`config.mk`:
```
export PLATFORM = sky130hd
export DESIGN_NAME = fixed_point_pid_controller_flat
export DESIGN_NICKNAME = d
export VERILOG_FILES = /design/src/rtl/fpid_pkg.sv /design/src/rtl/fpid_if.sv /design/src/rtl/fixed_point_pid_controller.sv /design/src/rtl/fpid_cfg_regs.sv /design/src/rtl/fpid_core.sv /design/src/flat_wrapper.sv
export SDC_FILE = /design/constraint.sdc
export NUM_CORES = 2
export LEC_CHECK = 0
export ABC_AREA = 1
export ABC_CLOCK_PERIOD_IN_PS = 15400
export BUFFER_PORTS_ARGS = -buffer_cell sky130_fd_sc_hd__buf_2
export CAP_MARGIN = 15
export CORE_ASPECT_RATIO = 0.8
export CORE_MARGIN = 10
export CORE_UTILIZATION = 33
export CTS_BUF_LIST = sky130_fd_sc_hd__clkbuf_4
export CTS_CLUSTER_SIZE = 24
export DETAILED_ROUTE_END_ITERATION = 8
export GPL_ROUTABILITY_DRIVEN = 0
export HOLD_SLACK_MARGIN = 0.02
export PLACE_DENSITY = 0.47
export SLEW_MARGIN = 40
export SYNTH_ARGS = -nofsm -noshare
export SYNTH_HDL_FRONTEND = slang
export SYNTH_HIERARCHICAL = 1
export SYNTH_SLANG_ARGS = --single-unit
```
`constraint.sdc`:
```
create_clock -name clk -period 15.4 [get_ports clk]
set_input_delay 1.54 -clock clk [delete_from_list [all_inputs] [get_ports clk]]
set_output_delay 1.54 -clock clk [all_outputs]
set_load 0.005 [all_outputs]
```
`src/rtl/fpid_pkg.sv`:
```
// Shared types, register indexes and constants for the fixed-point PID controller.
package fpid_pkg;

    // Default sample width of measured and setpoint
    localparam int SAMPLE_WIDTH_DEF = 16;

    // Fixed field widths
    localparam int GAIN_W  = 16;
    localparam int LIMIT_W = 31;
    localparam int SHIFT_W = 5;
    localparam int ACC_W   = 32;
    localparam int DRIVE_W = 32;

    // Configuration port
    localparam int CFG_IDX_W  = 3;
    localparam int CFG_DATA_W = 32;

    localparam logic [CFG_IDX_W-1:0] CFG_MODE_INCREMENTAL = 3'd0;
    localparam logic [CFG_IDX_W-1:0] CFG_KP               = 3'd1;
    localparam logic [CFG_IDX_W-1:0] CFG_KI               = 3'd2;
    localparam logic [CFG_IDX_W-1:0] CFG_KD               = 3'd3;
    localparam logic [CFG_IDX_W-1:0] CFG_OUT_LIMIT        = 3'd4;
    localparam logic [CFG_IDX_W-1:0] CFG_INTEGRAL_LIMIT   = 3'd5;
    localparam logic [CFG_IDX_W-1:0] CFG_FRAC_SHIFT       = 3'd6;

    // Register reset values
    localparam logic [SHIFT_W-1:0] FRAC_SHIFT_RST = 5'd8;

    // Request codes
    localparam logic REQ_STEP  = 1'b0;
    localparam logic REQ_CLEAR = 1'b1;

    // Mode codes
    localparam logic MODE_POSITIONAL  = 1'b0;
    localparam logic MODE_INCREMENTAL = 1'b1;

    // Controller settings as seen by the datapath
    typedef struct packed {
        logic                      mode_incremental;
        logic signed [GAIN_W-1:0]  kp;
        logic signed [GAIN_W-1:0]  ki;
        logic signed [GAIN_W-1:0]  kd;
        logic [LIMIT_W-1:0]        out_limit;
        logic [LIMIT_W-1:0]        integral_limit;
        logic [SHIFT_W-1:0]        frac_shift;
    } fpid_cfg_t;

endpackage

```
`src/rtl/fpid_if.sv`:
```
// Handshake channel interfaces: sample input, drive output and register writes.
interface fpid_in_if #(
    parameter int SAMPLE_WIDTH = fpid_pkg::SAMPLE_WIDTH_DEF
);
    logic                           valid;
    logic                           ready;
    logic                           req_type;
    logic signed [SAMPLE_WIDTH-1:0] measured;
    logic signed [SAMPLE_WIDTH-1:0] setpoint;

    modport source (output valid, output req_type, output measured, output setpoint,
                    input ready);
    modport sink   (input valid, input req_type, input measured, input setpoint,
                    output ready);
endinterface

interface fpid_out_if;
    logic                                  valid;
    logic                                  ready;
    logic signed [fpid_pkg::DRIVE_W-1:0]   drive;

    modport source (output valid, output drive, input ready);
    modport sink   (input valid, input drive, output ready);
endinterface

interface fpid_cfg_if;
    logic                               valid;
    logic                               ready;
    logic [fpid_pkg::CFG_IDX_W-1:0]     index;
    logic [fpid_pkg::CFG_DATA_W-1:0]    data;

    modport source (output valid, output index, output data, input ready);
    modport sink   (input valid, input index, input data, output ready);
endinterface

```
`src/rtl/fixed_point_pid_controller.sv`:
```
// Top level of the fixed-point PID controller: input stage, output stage and handshakes.
//
// Each transaction on din carries a request, a measured sample and a setpoint, and gives
// exactly one drive value on dout. The sample is captured in an input register; once the
// output register is free or being emptied, the error, three 16-bit gain multiplies, the
// arithmetic shifts, the sums and the clamps are evaluated in one pass and written to the
// output register, which drives dout, together with the controller history. One sample is
// taken every cycle while dout keeps up. A clear request zeroes the history and returns 0.
// Registers on cfg are taken at any time and should only be changed while no sample is in
// flight.
module fixed_point_pid_controller #(
    parameter int SAMPLE_WIDTH = fpid_pkg::SAMPLE_WIDTH_DEF
) (
    input  logic     clk,
    input  logic     rst_n,
    fpid_in_if.sink  din,
    fpid_out_if.source dout,
    fpid_cfg_if.sink cfg
);
    import fpid_pkg::*;

    fpid_cfg_t settings;

    // Input stage
    logic                           in_valid_reg;
    logic                           in_req_reg;
    logic signed [SAMPLE_WIDTH-1:0] in_measured_reg;
    logic signed [SAMPLE_WIDTH-1:0] in_setpoint_reg;

    // Output stage
    logic                           out_valid_reg;
    logic signed [DRIVE_W-1:0]      out_drive_reg;
    logic signed [DRIVE_W-1:0]      drive_next;

    logic step_en;

    // A sample moves on when the output register is free or being emptied
    assign step_en   = in_valid_reg && (!out_valid_reg || dout.ready);
    assign din.ready = !in_valid_reg || step_en;

    assign dout.valid = out_valid_reg;
    assign dout.drive = out_drive_reg;

    fpid_cfg_regs u_cfg_regs (
        .clk      (clk),
        .rst_n    (rst_n),
        .cfg      (cfg),
        .settings (settings)
    );

    fpid_core #(
        .SAMPLE_WIDTH (SAMPLE_WIDTH)
    ) u_core (
        .clk        (clk),
        .rst_n      (rst_n),
        .step_en    (step_en),
        .req_type   (in_req_reg),
        .measured   (in_measured_reg),
        .setpoint   (in_setpoint_reg),
        .settings   (settings),
        .drive_next (drive_next)
    );

    // Input register control
    always_ff @(posedge clk or negedge rst_n)
    begin
        if (!rst_n)
            in_valid_reg <= 1'b0;
        else if (din.ready)
            in_valid_reg <= din.valid;
    end

    // Input payload
    always_ff @(posedge clk)
    begin
        if (din.valid && din.ready)
        begin
            in_req_reg      <= din.req_type;
            in_measured_reg <= din.measured;
            in_setpoint_reg <= din.setpoint;
        end
    end

    // Output register control
    always_ff @(posedge clk or negedge rst_n)
    begin
        if (!rst_n)
            out_valid_reg <= 1'b0;
        else if (step_en)
            out_valid_reg <= 1'b1;
        else if (dout.ready)
            out_valid_reg <= 1'b0;
    end

    // Output payload
    always_ff @(posedge clk)
    begin
        if (step_en)
            out_drive_reg <= drive_next;
    end

endmodule

```
`src/rtl/fpid_cfg_regs.sv`:
```
// Configuration register file of the PID controller.
module fpid_cfg_regs (
    input  logic                 clk,
    input  logic                 rst_n,
    fpid_cfg_if.sink             cfg,
    output fpid_pkg::fpid_cfg_t  settings
);
    import fpid_pkg::*;

    fpid_cfg_t settings_reg;
    fpid_cfg_t settings_next;

    assign cfg.ready = 1'b1;
    assign settings  = settings_reg;

    // Decode one register write per transaction; unknown indexes are dropped
    always_comb
    begin
        settings_next = settings_reg;
        if (cfg.valid)
        begin
            unique case (cfg.index)
                CFG_MODE_INCREMENTAL: settings_next.mode_incremental = cfg.data[0];
                CFG_KP:               settings_next.kp = $signed(cfg.data[GAIN_W-1:0]);
                CFG_KI:               settings_next.ki = $signed(cfg.data[GAIN_W-1:0]);
                CFG_KD:               settings_next.kd = $signed(cfg.data[GAIN_W-1:0]);
                CFG_OUT_LIMIT:        settings_next.out_limit = cfg.data[LIMIT_W-1:0];
                CFG_INTEGRAL_LIMIT:   settings_next.integral_limit = cfg.data[LIMIT_W-1:0];
                CFG_FRAC_SHIFT:       settings_next.frac_shift = cfg.data[SHIFT_W-1:0];
                default:              settings_next = settings_reg;
            endcase
        end
    end

    always_ff @(posedge clk or negedge rst_n)
    begin
        if (!rst_n)
        begin
            settings_reg.mode_incremental <= MODE_POSITIONAL;
            settings_reg.kp               <= '0;
            settings_reg.ki               <= '0;
            settings_reg.kd               <= '0;
            settings_reg.out_limit        <= '0;
            settings_reg.integral_limit   <= '0;
            settings_reg.frac_shift       <= FRAC_SHIFT_RST;
        end
        else
        begin
            settings_reg <= settings_next;
        end
    end

endmodule

```
`src/rtl/fpid_core.sv`:
```
// PID arithmetic and controller history (errors, integral, last drive).
module fpid_core #(
    parameter int SAMPLE_WIDTH = fpid_pkg::SAMPLE_WIDTH_DEF
) (
    input  logic                                 clk,
    input  logic                                 rst_n,
    input  logic                                 step_en,
    input  logic                                 req_type,
    input  logic signed [SAMPLE_WIDTH-1:0]       measured,
    input  logic signed [SAMPLE_WIDTH-1:0]       setpoint,
    input  fpid_pkg::fpid_cfg_t                  settings,
    output logic signed [fpid_pkg::DRIVE_W-1:0]  drive_next
);
    import fpid_pkg::*;

    // Error and its differences, products after the gain multiply
    localparam int EW  = SAMPLE_WIDTH + 1;
    localparam int D2W = SAMPLE_WIDTH + 3;
    localparam int PW  = D2W + GAIN_W;
    localparam int SW  = ((PW > ACC_W) ? PW : ACC_W) + 3;

    logic signed [EW-1:0]      prev_error_reg;
    logic signed [EW-1:0]      prev_prev_error_reg;
    logic signed [ACC_W-1:0]   integral_acc_reg;
    logic signed [DRIVE_W-1:0] last_drive_reg;

    logic signed [EW-1:0]      prev_error_next;
    logic signed [EW-1:0]      prev_prev_error_next;
    logic signed [ACC_W-1:0]   integral_acc_next;
    logic signed [DRIVE_W-1:0] last_drive_next;

    logic signed [D2W-1:0] err_x;
    logic signed [D2W-1:0] diff1_x;
    logic signed [D2W-1:0] diff2_x;
    logic signed [PW-1:0]  op_p;
    logic signed [PW-1:0]  op_i;
    logic signed [PW-1:0]  op_d;
    logic signed [PW-1:0]  prod_p;
    logic signed [PW-1:0]  prod_i;
    logic signed [PW-1:0]  prod_d;
    logic signed [PW-1:0]  term_p;
    logic signed [PW-1:0]  term_i;
    logic signed [PW-1:0]  term_d;
    logic signed [SW-1:0]  int_sum;
    logic signed [SW-1:0]  int_pos;
    logic signed [SW-1:0]  int_inc;
    logic signed [SW-1:0]  drive_sum;
    logic signed [SW-1:0]  drive_sat;

    // Symmetric clamp to +-lim
    function automatic logic signed [SW-1:0] clamp_sym(
        input logic signed [SW-1:0] v,
        input logic [LIMIT_W-1:0]   lim
    );
        logic signed [SW-1:0] hi;
        logic signed [SW-1:0] res;
        hi = $signed(SW'(lim));
        priority if (v > hi)
            res = hi;
        else if (v < -hi)
            res = -hi;
        else
            res = v;
        return res;
    endfunction

    // Saturate to the 32-bit signed range
    function automatic logic signed [SW-1:0] sat_acc(input logic signed [SW-1:0] v);
        logic signed [SW-1:0] hi;
        logic signed [SW-1:0] res;
        hi = $signed(SW'({1'b0, {(ACC_W-1){1'b1}}}));
        priority if (v > hi)
            res = hi;
        else if (v < ~hi)
            res = ~hi;
        else
            res = v;
        return res;
    endfunction

    // Error e = setpoint - measured and its first and second differences
    always_comb
    begin
        err_x   = D2W'(setpoint) - D2W'(measured);
        diff1_x = err_x - D2W'(prev_error_reg);
        diff2_x = diff1_x - D2W'(prev_error_reg) + D2W'(prev_prev_error_reg);
    end

    // Multiplier operands follow the mode
    always_comb
    begin
        op_i = PW'(err_x);
        if (settings.mode_incremental == MODE_INCREMENTAL)
        begin
            op_p = PW'(diff1_x);
            op_d = PW'(diff2_x);
        end
        else
        begin
            op_p = PW'(err_x);
            op_d = PW'(diff1_x);
        end
    end

    // Three gain products, each shifted toward minus infinity
    assign prod_p = PW'(settings.kp) * op_p;
    assign prod_i = PW'(settings.ki) * op_i;
    assign prod_d = PW'(settings.kd) * op_d;
    assign term_p = prod_p >>> settings.frac_shift;
    assign term_i = prod_i >>> settings.frac_shift;
    assign term_d = prod_d >>> settings.frac_shift;

    // Integral: clamped accumulate, or the saturated increment alone
    assign int_sum = SW'(integral_acc_reg) + SW'(term_i);
    assign int_pos = clamp_sym(int_sum, settings.integral_limit);
    assign int_inc = sat_acc(SW'(term_i));

    // Output sum and clamp
    always_comb
    begin
        if (settings.mode_incremental == MODE_INCREMENTAL)
            drive_sum = SW'(last_drive_reg) + SW'(term_p) + SW'(term_i) + SW'(term_d);
        else
            drive_sum = SW'(term_p) + int_pos + SW'(term_d);
        drive_sat = clamp_sym(drive_sum, settings.out_limit);
    end

    // History update, cleared by a clear request
    always_comb
    begin
        if (req_type == REQ_CLEAR)
        begin
            prev_error_next      = '0;
            prev_prev_error_next = '0;
            integral_acc_next    = '0;
            last_drive_next      = '0;
        end
        else
        begin
            prev_error_next      = err_x[EW-1:0];
            prev_prev_error_next = prev_error_reg;
            if (settings.mode_incremental == MODE_INCREMENTAL)
                integral_acc_next = int_inc[ACC_W-1:0];
            else
                integral_acc_next = int_pos[ACC_W-1:0];
            last_drive_next      = drive_sat[DRIVE_W-1:0];
        end
    end

    assign drive_next = last_drive_next;

    always_ff @(posedge clk or negedge rst_n)
    begin
        if (!rst_n)
        begin
            prev_error_reg      <= '0;
            prev_prev_error_reg <= '0;
            integral_acc_reg    <= '0;
            last_drive_reg      <= '0;
        end
        else if (step_en)
        begin
            prev_error_reg      <= prev_error_next;
            prev_prev_error_reg <= prev_prev_error_next;
            integral_acc_reg    <= integral_acc_next;
            last_drive_reg      <= last_drive_next;
        end
    end

endmodule
```
`src/flat_wrapper.sv`:
```
// flat-port wrapper written by rule: the top's interface ports become plain ports
module fixed_point_pid_controller_flat import fpid_pkg::*;
#(
    parameter int SAMPLE_WIDTH = fpid_pkg::SAMPLE_WIDTH_DEF
)
  (clk, rst_n, din_valid, din_req_type, din_measured, din_setpoint, din_ready, dout_valid, dout_drive, dout_ready, cfg_valid, cfg_index, cfg_data, cfg_ready);
  fpid_in_if #(.SAMPLE_WIDTH(SAMPLE_WIDTH)) din_i ();
  fpid_out_if dout_i ();
  fpid_cfg_if cfg_i ();
  input  logic clk;
  input  logic rst_n;
  input wire logic [$bits(din_i.valid)-1:0] din_valid;
  input wire logic [$bits(din_i.req_type)-1:0] din_req_type;
  input wire logic [$bits(din_i.measured)-1:0] din_measured;
  input wire logic [$bits(din_i.setpoint)-1:0] din_setpoint;
  output wire logic [$bits(din_i.ready)-1:0] din_ready;
  output wire logic [$bits(dout_i.valid)-1:0] dout_valid;
  output wire logic [$bits(dout_i.drive)-1:0] dout_drive;
  input wire logic [$bits(dout_i.ready)-1:0] dout_ready;
  input wire logic [$bits(cfg_i.valid)-1:0] cfg_valid;
  input wire logic [$bits(cfg_i.index)-1:0] cfg_index;
  input wire logic [$bits(cfg_i.data)-1:0] cfg_data;
  output wire logic [$bits(cfg_i.ready)-1:0] cfg_ready;
  assign din_i.valid = din_valid;
  assign din_i.req_type = din_req_type;
  assign din_i.measured = din_measured;
  assign din_i.setpoint = din_setpoint;
  assign din_ready = din_i.ready;
  assign dout_valid = dout_i.valid;
  assign dout_drive = dout_i.drive;
  assign dout_i.ready = dout_ready;
  assign cfg_i.valid = cfg_valid;
  assign cfg_i.index = cfg_index;
  assign cfg_i.data = cfg_data;
  assign cfg_ready = cfg_i.ready;
  fixed_point_pid_controller #(.SAMPLE_WIDTH(SAMPLE_WIDTH)) u_core (.clk(clk), .rst_n(rst_n), .din(din_i), .dout(dout_i), .cfg(cfg_i));
endmodule
```
* Word-level counts from Yosys, hierarchy flattened
Index checks and enable logic that the tools add are counted.
** Word-level totals
- Flip-flop bits (word level) :: 281
- Word-level logic and storage cells :: 78
- Output and inout port bits :: 35
** Operators by class
- Shift-type cells :: 3
- $mul :: 3
- Add/subtract/negate cells :: 12
- Reduce and logical (&&, ||, !) cells :: 15
- $lt $le $gt $ge :: 6
- Eq/ne operators :: 6
- Mux-type cells :: 16
** Operators with widths (count)
- 32-bit two-way mux :: 7
- 38-bit two-way mux :: 3
- 31-bit negator with 38-bit output :: 2
- 32-bit by 35-bit adder with 36-bit output :: 2
- 16-bit by 35-bit multiplier with 35-bit output :: 2
- 35-bit two-way mux :: 2
- 35-bit by 5-bit >>> shifter with 35-bit output :: 2
- 35-bit by 38-bit adder with 38-bit output :: 1
- 37-bit by 35-bit adder with 38-bit output :: 1
- 38-bit by 35-bit adder with 38-bit output :: 1
- 38-bit by 32-bit greater-than comparator with 1-bit output :: 1
- 36-bit by 38-bit less-than comparator with 1-bit output :: 1
- 38-bit less-than comparator :: 1
- 36-bit by 35-bit adder with 37-bit output :: 1
- 36-bit by 32-bit greater-than comparator with 1-bit output :: 1
- 35-bit by 32-bit greater-than comparator with 1-bit output (second input constant) :: 1
- 35-bit by 32-bit less-than comparator with 1-bit output (second input constant) :: 1
- 33-bit by 5-bit >>> shifter with 35-bit output :: 1
- 17-bit two-way mux :: 2
- 16-bit by 17-bit multiplier with 33-bit output :: 1
- 19-bit by 17-bit adder with 19-bit output :: 1
- 18-bit by 17-bit subtractor with 19-bit output :: 1
- 17-bit by 17-bit subtractor with 18-bit output :: 1
- 16-bit by 16-bit subtractor with 17-bit output :: 1
- 10 further kinds :: 23

* Longest topological paths before layout
- Depth after elaboration :: 14
- Gate-level depth with buffers :: 135
- Mapped depth without buffers :: 133

* Modules after synthesis
The synthesis kept the hierarchy.
** Modules (own cells, without submodules)
- fpid_core :: sequential area each 2452.4 µm², area an instance 62488.7 µm², cells an instance 9284, instances 1
- fpid_cfg_regs :: sequential area each 2904.0 µm², area an instance 4541.9 µm², cells an instance 515, instances 1
- fixed_point_pid_controller :: sequential area each 2001.9 µm², area an instance 2047.0 µm², cells an instance 77, instances 1

* Worst setup path before layout
OpenSTA, ideal clock, no wires.
- Path kind :: reg-to-reg
- Start :: register u_core.in_setpoint_reg[0]
- End :: register u_core.out_drive_reg[10], in the netlist u_core/dout.drive[10], data pin
- Path slack :: -0.642 ns
- Arrival :: 15.778 ns
- Stages on the path, launching flop included :: 104
- Cells stage by stage :: edfxtp_1 -> inv_1 -> ha_1 -> inv_1 -> fa_1 -> nand2_1 -> inv_1 -> o21ai_1 -> nand2_1 -> a21oi_1 -> o21bai_1 -> nand2_1 -> nand2_1 -> a21oi_1 -> inv_1 -> or2_2 -> nand2_1 -> inv_1 -> [68 not listed] -> ha_1 -> nand2_1 -> nor2_1 -> nand4_1 -> nor4_1 -> nand2_1 -> nand4_1 -> nand2_1 -> nand3_1 -> a21o_1 -> nand2_1 -> nand3_1 -> nor2_1 -> nand4_1 -> dlygate4sd1_1 -> nand4_1 -> nand2_1 -> nor2_1
** On the way
- Word-level cells in the longest chain between the ends :: 14
- Elaborated cells on any way between the ends :: 28
- Classes of those cells :: add/sub: 10; mul: 3; order compare: 4; shift: 3; mux: 8
** Ends and longest elaborated chain
- from (decl) :: line fixed_point_pid_controller.sv:28 : logic signed [SAMPLE_WIDTH-1:0] in_setpoint_reg;
- from (signal assigned) :: line fixed_point_pid_controller.sv:80 : in_setpoint_reg <= din.setpoint;
- 16-bit by 16-bit subtractor with 17-bit output * :: line fpid_core.sv:84 : err_x = D2W'(setpoint) - D2W'(measured);
- parallel branches: the longest is 8 deep, another holds 37-bit by 35-bit adder with 38-bit output
- 38-bit two-way mux * :: line fpid_core.sv:121 : if (settings.mode_incremental == MODE_INCREMENTAL)
- 38-bit less-than comparator :: line fpid_core.sv:60 : else if (v < -hi)
- 32-bit two-way mux :: line fpid_core.sv:60
- 32-bit two-way mux * :: line fpid_core.sv:58 : priority if (v > hi)
- 32-bit two-way mux * :: line fpid_core.sv:131 : if (req_type == REQ_CLEAR)
- via u_core.drive_next[10] :: line fixed_point_pid_controller.sv:33 : logic signed [DRIVE_W-1:0] drive_next;
- to (signal assigned) :: line fixed_point_pid_controller.sv:99 : out_drive_reg <= drive_next;
- to (decl) :: line fixed_point_pid_controller.sv:32 : logic signed [DRIVE_W-1:0] out_drive_reg;
Mark *: on every way through the listed nets, which the timed path passes.
A chain may end at the register's enable or synchronous reset.

* Worst setup path after layout
- Start :: register u_core.in_setpoint_reg[0]
- End :: register u_core.out_drive_reg[7], in the netlist u_core/dout.drive[7], data pin
Same word-level chain as after synthesis.

==> results.md <==
- Status: finished, violations left
- Synth cell count leaders: 2826 x nand2_1, 1956 x inv_1, 1005 x fa_1
- # port buffers: 105
- Final period utilization: 110.3%
- Initial Utilization: 33.13%
- Drt wl/cell: 20.33 microns
- Tmin final: 16.98 ns
- Area growth from synthesis to final layout: 37.02%
- Layout fillers: 21120
- Fin worst setup slack: -1.583 ns
- Post-synth EDFFs: 65
- I/O pins: 108
- Top cells by area, synth: fa_1 29%, nand2_1 15%, inv_1 11%, ha_1 9.9%, dfrtp_1 7.8%
- Share of the synthesized area in the top cell type: 29.13%
- Worst setup EP type: flip-flop
- Total CTS buffers: 94
- Synth Register Bits: 281
- Max H-tree Level: 3
- Rows: 150
- Cell depth of the worst flop-to-flop path: 115
- Main flop type after synthesis: dfrtp_1
- Final setup fails: 64
- Clk_lat worst skew: 1.15 ns
- DRC: 0
- CTS Root Cell: clkbuf_4
- Synth area leader: fa_1
- Worst Path Max Fanout: 8
- First-pass GRT wire length: 445700 microns
- Bufs on Longest Clock Path: 3
- Clk_skew: 0.1255 ns
- Tightest Pin Transition: 0.8540 ns
- Register area: 7388 sq um
- Unrepaired setup endpoints after global routing: yes
- Initial DRC Count: 6129
- Clk sinks: 281
- Mapped Cells: 9876
- Layout cells sized above 1: 29.13%
- Via Count: 72170
- Final WL: 296000 microns
- Syn avg cell area: 6.994 sq um
- Footprint of the multi-input gates: 58880 sq um
- Req. time, crit path: 16.20 ns
- Die height: 429.2 microns
- Largest net degree at the start of global routing: 95
- Nets: 13290
- CTS tree: yes
- Die width: 531.5 microns
- Max FFs per register: 116
- 1st-pass router iterations: 8
- Register area share after synthesis: 10.65%
- Crit path largest cell delay: 0.61 ns
- Core area: 208500 sq um
- Critical path's slowest cell: fa_1
- Post-synthesis cell type count: 68
- Min-Delay Path Class: in -> async
- Max Clk Rate: 58.88 MHz
- Max-Cap Viols: 0
- Slew HR: 42.46%
- Clock-pin slew on the worst setup and hold paths: 0.08 ns
- Syn Std Cell Area: 69080 sq um
- Post-route ant nets: 0
- FFs w/ async S/R, synth: 76.87%
- Layout Utilization: 45.39%
- Failing checks: negative setup slack
- Initial antenna violation count: 18
- Startpoint Class: flip-flop
- GR Util All Layers: 25.17%
- Synth warn: 6
- Top-count cell post-synth: nand2_1
- DR vias/cell: 4.957
- Final Hold Fails: 0
- Critical Path Most Common Cell: nand2_1
- Worst EP arrival: 17.79 ns
- Placed Area: 85000 sq um
- Final Cell Area: 94650 sq um
- Grt total ovfl: 0
- Detail Placement HPWL: 240900 microns
- Slew Limit Fails: 0
- DIE AREA: 228100 sq um
- Vias in the first global route: 73050
- WS Path Type: reg -> reg
- Syn_nets: 11500
[cell type report]
cell class                 instances  share of cell area [%]
clock inverter                    43                  0.3318
clock buffer                     128                   1.015
antenna                            9                 0.02379
timing repair buffer            2017                   16.88
sequential                       281                   7.806
multi-input combinational       7263                   62.20
timing repair inverter             1                0.007931
inverter                        2006                   8.016
tap                             2812                   3.717
[per-stage QoR]
stage / hold slack [ns] / std cells / TNS, ns / setup slack [ns]
after floorplan: 0.4400 / 9876 / 0 / 0.005876
after global placement: 0.4706 / 14140 / -179.85 / -2.956
after detailed placement: 0.4766 / 14140 / -182.68 / -3.015
after CTS: 0.3684 / 14480 / -81.26 / -1.368
after global routing: 0.2207 / 14560 / -146.46 / -2.388
final: 0.2523 / 14560 / -95.06 / -1.583
[logic make-up after synthesis]
kind of cell	after synthesis	synth area share (%)
AOI/OAI and AO/OA	951	7.569
and+or+nand+nor	4567	27.33
other	1	0.005429
muxes	5	0.07245
DFF	281	10.65
xor gates and xnor gates	185	2.346
adders and majority gates	1553	39.05
buffers and inverters	2333	12.97
[cell usage in the layout (no fill, tap or decap), types with 83 or more instances in the layout]
cell type,count
o21ai_0,227
nand2_1,2510
a21oi_2,96
ha_4,128
nand2_2,246
a21oi_1,271
inv_1,1845
nor2_1,646
fa_1,978
dfrtp_1,199
nand2_4,83
xor2_1,120
inv_2,117
buf_4,1771
nand3_1,539
nand4_1,123
ha_1,407
buf_2,104
clkbuf_4,128
nand3_2,139
[worst max-delay path, delay by kind of cell, from the launching register on]
kind,cells,cell delay (ns)
flip-flops,1,0.37
XOR/XNOR,1,0.23
AND/OR/NAND/NOR,60,5.73
buffers and inverters,28,2.94
adder cells (fa/ha/maj),14,5.51
AO/OA/AOI/OAI,12,1.82
[per-layer routing]
layer / routed length [microns] / GRT usage (%) / vias to the layer above
met5: 108 / 0 / -
met4: 9096 / 7.017 / 16
met3: 27760 / 6.590 / 426
met2: 123600 / 37.47 / 2528
met1: 135500 / 35.84 / 35290
li1: - / - / 33910
[final timing paths]
check                                               startpoint                          endpoint  slack [ns]
max in group asynchronous                                rst_n   u_core/u_cfg_regs/settings[104]       13.76
worst min-delay path                                     rst_n  u_core/u_core/last_drive_reg[27]        0.25
worst max register to register       u_core/in_setpoint_reg[0]              u_core/dout.drive[7]       -1.58
worst max-delay path                 u_core/in_setpoint_reg[0]              u_core/dout.drive[7]       -1.58
min in group clk                u_core/u_cfg_regs/settings[15]    u_core/u_cfg_regs/settings[15]        0.49
worst min register to register  u_core/u_cfg_regs/settings[15]    u_core/u_cfg_regs/settings[15]        0.49
[repair_timing]
item	in CTS	in global routing
resized for setup	769	746
setup endpoints to repair	64	64
cloned	4	5
pin swaps	297	454
hold buffers	0	0
buffers inserted	170	72
Power is left out: the tool's default activity adds up to more than one toggle a clock period on the data nets, which glitch-free logic cannot reach.
